==> src/sv/arpc_pkg.sv <==
// Package with the types, codes and defaults shared by the ARP responder and cache.
`default_nettype none

package arpc_pkg;

	// Default number of cache slots.
	localparam int CACHE_ENTRIES_DEF = 16;

	// ARP opcodes that the block acts on.
	localparam logic [15:0] OP_REQUEST = 16'd1;
	localparam logic [15:0] OP_REPLY   = 16'd2;

	// Item kinds.
	localparam logic KIND_PACKET = 1'b0;
	localparam logic KIND_LOOKUP = 1'b1;

	// Configuration register indexes.
	localparam logic CFG_OWN_IP  = 1'b0;
	localparam logic CFG_OWN_MAC = 1'b1;

	// Result actions.
	typedef enum logic [1:0] {
		ACT_NONE  = 2'd0,
		ACT_REPLY = 2'd1,
		ACT_HIT   = 2'd2,
		ACT_MISS  = 2'd3
	} action_t;

	// One input beat.
	typedef struct packed {
		logic        kind;
		logic [15:0] arp_op;
		logic [31:0] sender_ip;
		logic [47:0] sender_mac;
		logic [31:0] target_ip;
		logic [47:0] frame_source_mac;
		logic [31:0] query_ip;
	} in_t;

	// One result beat.
	typedef struct packed {
		action_t     action;
		logic [31:0] dest_ip;
		logic [47:0] dest_mac;
	} out_t;

	// Search token handed from cell to cell.
	typedef struct packed {
		logic        valid;
		logic        hit;
		logic        have_empty;
		logic [31:0] key;
		logic [47:0] mac;
	} scan_t;

	// Write broadcast to all cells.
	typedef struct packed {
		logic        en;
		logic [31:0] ip;
		logic [47:0] mac;
	} wr_t;

endpackage

`default_nettype wire

==> src/sv/arpc_cell.sv <==
// One cache slot of the chain: holds an entry and advances the search token by one slot.
`default_nettype none

module arpc_cell #(
	parameter int IDX_W    = 4,
	parameter int CELL_IDX = 0
) (
	input  logic              clk,
	input  logic              arst_n,
	input  arpc_pkg::scan_t   tok_in,
	input  logic [IDX_W-1:0]  hit_idx_in,
	input  logic [IDX_W-1:0]  emp_idx_in,
	output arpc_pkg::scan_t   tok_out,
	output logic [IDX_W-1:0]  hit_idx_out,
	output logic [IDX_W-1:0]  emp_idx_out,
	input  arpc_pkg::wr_t     wr,
	input  logic [IDX_W-1:0]  wr_idx
);
	import arpc_pkg::*;

	localparam logic [IDX_W-1:0] MY_IDX = IDX_W'(CELL_IDX);

	logic [31:0]      ip_q;
	logic [47:0]      mac_q;
	scan_t            tok_nxt;
	scan_t            tok_q;
	logic [IDX_W-1:0] hit_idx_nxt;
	logic [IDX_W-1:0] emp_idx_nxt;
	logic [IDX_W-1:0] hit_idx_q;
	logic [IDX_W-1:0] emp_idx_q;

	// Entry storage; cleared at reset so every slot starts empty.
	always_ff @(posedge clk or negedge arst_n) begin
		if (!arst_n) begin
			ip_q  <= '0;
			mac_q <= '0;
		end else if (wr.en && (wr_idx == MY_IDX)) begin
			ip_q  <= wr.ip;
			mac_q <= wr.mac;
		end
	end

	// The first matching slot wins the hit; the last empty slot seen is the highest one.
	always_comb begin
		tok_nxt     = tok_in;
		hit_idx_nxt = hit_idx_in;
		emp_idx_nxt = emp_idx_in;
		if (!tok_in.hit && (ip_q == tok_in.key)) begin
			tok_nxt.hit = 1'b1;
			tok_nxt.mac = mac_q;
			hit_idx_nxt = MY_IDX;
		end
		if (ip_q == '0) begin
			tok_nxt.have_empty = 1'b1;
			emp_idx_nxt        = MY_IDX;
		end
	end

	// Hand the token on to the next slot.
	always_ff @(posedge clk or negedge arst_n) begin
		if (!arst_n) begin
			tok_q <= '0;
		end else begin
			tok_q <= tok_nxt;
		end
	end

	always_ff @(posedge clk) begin
		hit_idx_q <= hit_idx_nxt;
		emp_idx_q <= emp_idx_nxt;
	end

	assign tok_out     = tok_q;
	assign hit_idx_out = hit_idx_q;
	assign emp_idx_out = emp_idx_q;

endmodule

`default_nettype wire

==> src/sv/arp_responder_and_cache.sv <==
// Top level of the ARP responder and cache: controller, victim counter and the slot chain.
//
//   channel   ports                          handshake
//   ------    -----------------------------  ------------------------------------
//   input     start, busy, req               beat taken when start && !busy
//   result    done, rsp                      one beat, done high for one cycle
//   config    cfg_we, cfg_idx, cfg_data      register written when cfg_we is high
//
// Every item sends a search token down the chain of CACHE_ENTRIES slots, one slot
// per cycle; the accept is registered into the launch flag, the token then passes
// each slot register, and the result strobe is registered from the token at the tail.
// A new item is taken in the cycle the token leaves the chain, not while an item is
// still being searched. A learned entry is written into its slot as the token leaves.
// Reset empties all slots at once and zeroes the victim counter.
`default_nettype none

module arp_responder_and_cache #(
	parameter int CACHE_ENTRIES = arpc_pkg::CACHE_ENTRIES_DEF
) (
	input  logic           clk,
	input  logic           arst_n,
	input  logic           start,
	output logic           busy,
	input  arpc_pkg::in_t  req,
	output logic           done,
	output arpc_pkg::out_t rsp,
	input  logic           cfg_we,
	input  logic           cfg_idx,
	input  logic [47:0]    cfg_data
);
	import arpc_pkg::*;

	localparam int               IDX_W    = $clog2(CACHE_ENTRIES);
	localparam logic [IDX_W-1:0] LAST_IDX = IDX_W'(CACHE_ENTRIES - 1);

	typedef enum logic [1:0] {
		S_IDLE = 2'b01,
		S_SCAN = 2'b10
	} state_t;

	state_t           state_q;
	logic             launch_q;
	in_t              item_q;
	logic [IDX_W-1:0] ctr_q;
	logic [IDX_W-1:0] victim_q;
	logic [31:0]      own_ip_q;
	logic             done_q;
	out_t             rsp_q;
	out_t             rsp_nxt;
	logic             accept;
	wr_t              wr;
	logic [IDX_W-1:0] wr_idx;

	scan_t            tok     [CACHE_ENTRIES+1];
	logic [IDX_W-1:0] hit_idx [CACHE_ENTRIES+1];
	logic [IDX_W-1:0] emp_idx [CACHE_ENTRIES+1];

	scan_t            tail;

	assign tail   = tok[CACHE_ENTRIES];
	assign busy   = (state_q == S_SCAN) && !tail.valid;
	assign accept = start && !busy;

	// Configuration: only the own IP takes part in any result.
	always_ff @(posedge clk or negedge arst_n) begin
		if (!arst_n) begin
			own_ip_q <= '0;
		end else if (cfg_we && (cfg_idx == CFG_OWN_IP)) begin
			own_ip_q <= cfg_data[31:0];
		end
	end

	// Sequencer and victim counter, which steps once per accepted item and wraps after the last slot.
	always_ff @(posedge clk or negedge arst_n) begin
		if (!arst_n) begin
			state_q  <= S_IDLE;
			launch_q <= 1'b0;
			ctr_q    <= '0;
		end else begin
			launch_q <= accept;
			if (accept) begin
				state_q <= S_SCAN;
				ctr_q   <= (ctr_q == LAST_IDX) ? '0 : ctr_q + 1'b1;
			end else begin
				unique case (state_q)
					S_IDLE: state_q <= S_IDLE;
					S_SCAN: if (tail.valid) state_q <= S_IDLE;
					default: state_q <= S_IDLE;
				endcase
			end
		end
	end

	always_ff @(posedge clk) begin
		if (accept) begin
			item_q   <= req;
			victim_q <= ctr_q;
		end
	end

	// Head of the chain: a fresh token keyed on the query or sender IP.
	assign tok[0].valid      = launch_q;
	assign tok[0].hit        = 1'b0;
	assign tok[0].have_empty = 1'b0;
	assign tok[0].key        = (item_q.kind == KIND_LOOKUP) ? item_q.query_ip
	                                                        : item_q.sender_ip;
	assign tok[0].mac        = '0;
	assign hit_idx[0]        = '0;
	assign emp_idx[0]        = '0;

	for (genvar g = 0; g < CACHE_ENTRIES; g++) begin : g_cell
		arpc_cell #(
			.IDX_W    (IDX_W),
			.CELL_IDX (g)
		) u_cell (
			.clk         (clk),
			.arst_n      (arst_n),
			.tok_in      (tok[g]),
			.hit_idx_in  (hit_idx[g]),
			.emp_idx_in  (emp_idx[g]),
			.tok_out     (tok[g+1]),
			.hit_idx_out (hit_idx[g+1]),
			.emp_idx_out (emp_idx[g+1]),
			.wr          (wr),
			.wr_idx      (wr_idx)
		);
	end

	// Learning a reply: update a match, else fill the highest empty slot, else evict.
	always_comb begin
		wr.en  = tail.valid && (item_q.kind == KIND_PACKET) && (item_q.arp_op == OP_REPLY);
		wr.ip  = item_q.sender_ip;
		wr.mac = item_q.sender_mac;
		priority if (tail.hit) begin
			wr_idx = hit_idx[CACHE_ENTRIES];
		end else if (tail.have_empty) begin
			wr_idx = emp_idx[CACHE_ENTRIES];
		end else begin
			wr_idx = victim_q;
		end
	end

	// Result of the finished item.
	always_comb begin
		rsp_nxt.action   = ACT_NONE;
		rsp_nxt.dest_ip  = '0;
		rsp_nxt.dest_mac = '0;
		if (item_q.kind == KIND_LOOKUP) begin
			rsp_nxt.dest_ip = item_q.query_ip;
			if (tail.hit) begin
				rsp_nxt.action   = ACT_HIT;
				rsp_nxt.dest_mac = tail.mac;
			end else begin
				rsp_nxt.action = ACT_MISS;
			end
		end else if ((item_q.arp_op == OP_REQUEST) && (item_q.target_ip == own_ip_q)) begin
			rsp_nxt.action   = ACT_REPLY;
			rsp_nxt.dest_ip  = item_q.sender_ip;
			rsp_nxt.dest_mac = item_q.frame_source_mac;
		end
	end

	// Output register: one result beat per item.
	always_ff @(posedge clk or negedge arst_n) begin
		if (!arst_n) begin
			done_q <= 1'b0;
		end else begin
			done_q <= tail.valid;
		end
	end

	always_ff @(posedge clk) begin
		if (tail.valid) begin
			rsp_q <= rsp_nxt;
		end
	end

	assign done = done_q;
	assign rsp  = rsp_q;

	// An accepted item keeps the block busy until its token leaves the chain.
	a_accept_busy: assert property (@(posedge clk) disable iff (!arst_n)
		accept |=> busy)
		else $error("block not busy after accepting an item");

	// A token only reaches the tail while an item is being searched.
	a_tail_in_scan: assert property (@(posedge clk) disable iff (!arst_n)
		tail.valid |-> (state_q == S_SCAN))
		else $error("token left the chain outside a search");

	// Each result beat follows a search.
	a_done_after_scan: assert property (@(posedge clk) disable iff (!arst_n)
		done_q |-> $past(state_q == S_SCAN))
		else $error("result beat without a search");

	// The victim counter stays within the slots.
	a_ctr_range: assert property (@(posedge clk) disable iff (!arst_n)
		ctr_q <= LAST_IDX)
		else $error("victim counter out of range");

endmodule

`default_nettype wire
==> config.mk <==
export PLATFORM = sky130hd
export DESIGN_NAME = arp_responder_and_cache
export DESIGN_NICKNAME = d
export VERILOG_FILES = /design/src/sv/arpc_pkg.sv /design/src/sv/arpc_cell.sv /design/src/sv/arp_responder_and_cache.sv
export SDC_FILE = /design/constraint.sdc
export NUM_CORES = 2
export LEC_CHECK = 0
export BUFFER_PORTS_ARGS = -buffer_cell sky130_fd_sc_hd__buf_2
export CAP_MARGIN = 15
export CORE_AREA = 2 2 429 431
export CTS_CLUSTER_DIAMETER = 120
export CTS_CLUSTER_SIZE = 24
export DETAILED_ROUTE_END_ITERATION = 10
export DIE_AREA = 0 0 431 433
export GPL_TIMING_DRIVEN = 0
export PLACE_DENSITY = 0.78
export SLEW_MARGIN = 0
export SYNTH_ARGS = -nofsm -noshare
export SYNTH_HDL_FRONTEND = slang
export SYNTH_SLANG_ARGS = --single-unit
==> constraint.sdc <==
create_clock -name clk -period 13.3 [get_ports clk]
set_input_delay 1.33 -clock clk [delete_from_list [all_inputs] [get_ports clk]]
set_output_delay 1.33 -clock clk [all_outputs]
set_load 0.05 [all_outputs]
======== Word-level counts from Yosys, hierarchy flattened ========
Cells that the tools add are included.
cells by class
  reduce and logical (&&, ||, !) cells .... 71
  bitwise gates (word level) .............. 2
  add/sub/neg operators ................... 1
  equality and inequality tests ........... 37
  multiplexer cells ....................... 61
operators with widths
  operator                                               number
  two-way mux 48 bit                                     17
  equality test 32 bit                                   17
  logical NOT 32 bit                                     16
  two-way mux 82 bit                                     1
  two-way mux 81 bit                                     1
  logical AND 1 bit                                      37
  equality test 4 bit, second input constant             9
  two-way mux 1 bit                                      35
  two-way mux 32 bit                                     1
  logical NOT 1 bit                                      17
  equality test 16 x 1 -> 1 bit, second input constant   1
  equality test 16 x 2 -> 1 bit, second input constant   1
  equality test 4 x 3 -> 1 bit, second input constant    4
  two-way mux 4 bit                                      3
  equality test 4 x 2 -> 1 bit, second input constant    2
  two-way mux 2 bit                                      3
  adder 4 x 1 -> 4 bit, second input constant            1
  equality test 4 x 1 -> 1 bit, second input constant    1
  logical NOT 4 bit                                      1
  inequality test 3 x 2 -> 1 bit, second input constant  1
  equality test 2 bit, second input constant             1
  inverter 1 bit                                         2
word-level totals
  input port bits ......................... 262
  bits in registers ....................... 3,009
  output and inout port bits .............. 84
  logic and storage cells ................. 329

======== Longest topological paths before layout ========
  word-level depth ........................ 5
  mapped depth ............................ 9
  gate-level depth less buffers ........... 5

======== Hierarchy ========
Synthesis repeated with hierarchy kept, for this count alone.
second synthesis, totals
  cells, all modules ...................... 6,640
  area total of the unflattened synthesis .. 112,379.0 µm²
by module, submodules not included
  module                             seq. area each (µm²)  instances  area an instance (µm²)  cells each
  arpc_cell (g_cell[10].u_cell ...)  4,239.1               9          6,268.5                 378
  arpc_cell (g_cell[13].u_cell ...)  4,239.1               3          6,266.0                 378
  arpc_cell (g_cell[1].u_cell ...)   4,239.1               2          6,266.0                 379
  arp_responder_and_cache            9,860.7               1          12,100.4                589
  arpc_cell (g_cell[15].u_cell)      4,239.1               1          6,267.3                 378
  arpc_cell (g_cell[0].u_cell)       4,239.1               1          6,264.8                 379

======== Least setup slack after synthesis ========
OpenSTA, ideal clock, no wires.
  path type ............................... reg-to-reg
  start point ............................. reg g_cell[15].u_cell.tok_q, in the netlist g_cell[15].u_cell.tok_out[82]
  end point ............................... reg ctr_q[0]
  arrival ................................. 9.894 ns
  data required time ...................... 13.203 ns
  setup slack ............................. 3.309 ns
  clock period less this slack ............ 9.991 ns
  library setup time ...................... 0.097 ns
  cell stages (with the launch flop) ...... 5
  cell sequence ........................... dfrtp_1 -> nor3b_1 -> nor2b_1 -> clkbuf_1 -> mux2_2
between the ends
  word-level cells in the longest chain between the ends .. 4
ends and longest elaborated chain
  item                    RTL line                       text
  start, declared         arpc_cell.sv:26                scan_t tok_q;
  start signal, assigned  arpc_cell.sv:64                tok_q <= tok_nxt;
  logical NOT 1 bit       arp_responder_and_cache.sv:61  assign busy = (state_q == S_SCAN) && !tail.valid;
  logical AND 1 bit       arp_responder_and_cache.sv:61
  named net busy          arp_responder_and_cache.sv:23  output logic busy,
  logical NOT 1 bit       arp_responder_and_cache.sv:62  assign accept = start && !busy;
  logical AND 1 bit       arp_responder_and_cache.sv:62
  named net accept        arp_responder_and_cache.sv:50  logic accept;
  end signal, assigned    arp_responder_and_cache.sv:83  ctr_q <= (ctr_q == LAST_IDX) ? '0 : ctr_q + 1'b1;
  end, declared           arp_responder_and_cache.sv:44  logic [IDX_W-1:0] ctr_q;
The timed path passes the listed nets, and every way through them passes these cells.
A chain may end at the register's enable or synchronous reset.

======== Final worst setup path ========
  start point ............................. reg g_cell[15].u_cell.tok_q, in the netlist g_cell[15].u_cell.tok_out[82]
  end point ............................... reg g_cell[11].u_cell.ip_q[28]
between the ends
  word-level cells in the longest chain between the ends .. 3
ends and longest elaborated chain
  item                            RTL line                        text
  logical AND 1 bit (2 in a row)  arp_responder_and_cache.sv:131  wr.en = tail.valid && (item_q.kind == KIND_PACKET) && (item_q.arp_op == OP_REPLY);
  logical AND 1 bit               arpc_cell.sv:37                 end else if (wr.en && (wr_idx == MY_IDX)) begin
  end signal, assigned            arpc_cell.sv:38                 ip_q <= wr.ip;
  end, declared                   arpc_cell.sv:23                 logic [31:0] ip_q;
Every way passes these cells.

==> impl_results.md <==
* Port bufs at 329
* RSZ-0062 raised after global routing: no
* DIE WIDTH at approximately 430 µm
* CP required at 14.02 ns
* Yosys warns at 0
* Setup Viol. Count Final at 0
* Initial Util at 60.5%
* Placed cells at roughly 9.4k
* Worst-skew pair later-pin latency at 0.85 ns
* Fmax at 0.201 GHz
* Compound-Gate Fraction of Synth Area at less than 1%
* Pint at roughly 12 mW
* EDFF count, synth at 295
* Drt via density at 5.91
* Setup bufs post-CTS at 0
* Gr usage total at 31.2%
* Cell taking the most area after synthesis: dfrtp_1
* Simple-gate share of the synthesized area at 3.07%
* FP Rows at approximately 160
* Clk pwr share at 31.4%
* Psw at 3.80 mW
* Status: completed
* Max FO, Critical Path at 55
* Leak Pwr at 59.2 nW
* Initial antenna violation count at between 40 and 50
* Post-DP HPWL at 203000 µm
* First-pass GRT wire length at 415000 µm
* Worst min-delay path class: reg2reg
* Io pins at 346
* Largest net degree at the start of global routing at ~190
* Synth top area cells: dfrtp_1 59%, mux2_2 20%, edfxtp_1 8.0%
* Max Cap Viol at 0
* Syn nets at 6926
* GPL Wtd Cong at 0.938
* Crit share post-route at 37.3%
* Clock-pin slew on the worst setup and hold paths at roughly 0.1 ns
* Setup crit start kind: register
* Count leader, synth: dfrtp_1
* Post-synth top cells: 2615 x dfrtp_1, 1953 x mux2_2, 513 x xor2_1
* Number of buffers created by CTS at roughly 140
* Routed wire length at 286000 µm
* Ys async rst share at between 80% and 90%
* Setup TNS at 0 ns
* Worst vdd ir at about 0.13 mV
* Hold Vio Cnt, Final at 0
* Xor-xnor portion of the synthesized cell area at under 10%
* Core ar. at 182000 µm²
* CTS Hold Bufs at 0
* Gate power share at 5.1%
* WS Path Type: reg2reg
* Final Non-Filler Cells at 9705
* Setup Skew at 0.0301 ns
* Overflow after GRT at 0
* Share of power burned in registers at 63.4%
* Sequential area share after synthesis at 69.2%
* Top-area cell type share of the netlist area at 59.4%
* R2R setup slack at 8.33 ns
* CTS tree: yes
* Switch share at 24.3%
* Fin nets at 7462
* Clock root cell: clkbuf_16
* Final core utilization at 66.1%
* Count of cell types in the netlist at 41
* DR WL/cell at 29.5 µm
* Post-CTS Resized at 0
* DRT antenna net count at 0
* Synthesized netlist cell count at approximately 6.7k
* Mux cell area share after synthesis at roughly a fifth
* Syn avg cell area at 16.5 µm²
* H-Tree Depth at 4
* Synth Flop Type: dfrtp_1
* Area Growth Syn to Fin at 9.18%
* Drt pass-1 iters at 5
* Fillers at 12.5k
* PwrDens at 130 nW/µm²
* Actual transition at the worst max-transition pin at 1.33 ns
* Share of cells above drive strength 1 at a little under two fifths
* CTS max path bufs at 3
* Arr. time, crit path at 5.69 ns
* Slew headroom at 11.0%
* Mapped Area at around 110000 µm²
* 1st-iter DRT viols at 5501
* Clock Sinks at 3009
* Minimum clock period at 4.97 ns
* Synth Area in Adders at 0.0113%
* DR vias at 57.4k
* Die height at 433 µm
* Die area at 187000 µm²
* Vias in the first global route at 59.8k
* Yosys reg bits at 3009
* Largest family of logic cells by synthesized area: multiplexers
* DRC Markers at 0
* Final count of pins violating max slew at 0
* CP Capture Type: register
## cell usage in the layout (no fill, tap or decap), types with 2 or more instances in the layout
cell,instances
dfrtp_1,2614
mux2_2,1953
xor2_1,513
buf_2,378
edfxtp_1,295
clkbuf_1,294
nor4_1,261
clkbuf_16,145
mux2_1,114
dfxtp_1,98
a22o_1,80
nand4_1,76
or2_2,72
nor3_1,52
inv_1,50
nor2b_1,37
xnor2_1,32
diode_2,29
buf_16,26
buf_6,25
clkbuf_2,21
nor2_1,19
buf_8,18
buf_4,16
o21bai_1,15
nor3_2,14
buf_1,11
inv_6,9
nand3_1,7
nand2_1,6
clkinv_8,6
mux2i_1,3
o21ai_1,3
nor4_4,3
o21a_1,2
nor2_2,2
o21ai_0,2
buf_12,2
## stage by stage
step	instance area [µm²]	total power [mW]	hold WS (ns)	worst slack, ns
global route	120000	16.1	0.362	8.28
global placement	115000	10.9	0.331	-45.11
CTS	120000	15.7	0.353	8.38
detailed placement	116000	10.9	0.335	7.87
finish	120000	15.7	0.353	8.33
floorplan	110000	10.3	0.331	3.31
## layer usage
layer / GRT usage (%) / wire, µm
met1: 42.3 / 116000
met2: 49.4 / 136000
met3: 5.42 / 17600
met4: 15.4 / 15800
met5: 0 / 51
## power by group through the flow
stage / registers [mW] / clock network (mW) / logic [mW]
2_1_floorplan: 10.0 / 0 / 0.264
3_3_place_gp: 10.2 / 0 / 0.740
3_5_place_dp: 10.1 / 0 / 0.802
4_1_cts: 9.92 / 5.00 / 0.806
5_1_grt: 9.94 / 5.34 / 0.863
6_report: 9.93 / 4.92 / 0.804
## sequential cells by signal, summed over array words and instances (netlist names)
| register | cells |
|---|---|
| g_cell.u_cell.hit_idx_out | 49 |
| item_q | 209 |
| g_cell.u_cell.mac_q | 768 |
| rsp | 82 |
| ctr_q | 4 |
| g_cell.u_cell.tok_out | 1296 |
| victim_q | 4 |
| state_q | 2 |
| g_cell.u_cell.ip_q | 512 |
| own_ip_q | 32 |
| g_cell.u_cell.emp_idx_out | 49 |
| launch_q | 1 |
| done | 1 |
## worst max-delay path: stages, from the launching register on
cell,delay [ns]
dfrtp_4,0.79
buf_16,0.32
nand3b_1,0.48
nor3_1,0.76
nand4_1,0.95
buf_16,0.49
clkbuf_1,0.44
mux2_2,0.43
## area by class of cell
type	instances	area (µm²)	share of cell area, %
antenna	29	72.6	0.0603
sequential	3009	76300	63.4
buffer	324	1440	1.19
timing repair buffer	391	2850	2.37
clock inverter	15	176	0.147
multi-input combinational	3280	32500	27.0
inverter	50	188	0.156
tap	2385	2980	2.48
clock buffer	222	3920	3.25
## cells by family (layout without fill, tap and decap cells)
group                    after synthesis  after routing
AO/OA/AOI/OAI                        105            105
XOR/XNOR                             545            545
adder cells (fa/ha/maj)                1              1
buffers and inverters                374           1002
flip-flops                          3009           3009
multiplexers                        2071           2071
other                                  0             29
AND/OR/NAND/NOR                      558            558
## path summary, 6_finish.rpt
check / cells past startpoint / from / endpoint
setup / recovery: 7 / g_cell[15].u_cell.tok_out[82] / g_cell[11].u_cell.ip_q[28]
hold / removal: 0 / g_cell[12].u_cell.tok_out[82] / g_cell[13].u_cell.tok_out[82]
setup reg to reg: 7 / g_cell[15].u_cell.tok_out[82] / g_cell[11].u_cell.ip_q[28]
hold reg to reg: 0 / g_cell[12].u_cell.tok_out[82] / g_cell[13].u_cell.tok_out[82]
max in group asynchronous: 6 / arst_n / g_cell[7].u_cell.mac_q[30]
min in group asynchronous: 1 / arst_n / g_cell[10].u_cell.ip_q[11]
Note: power is estimated with default switching activity, not from simulation.
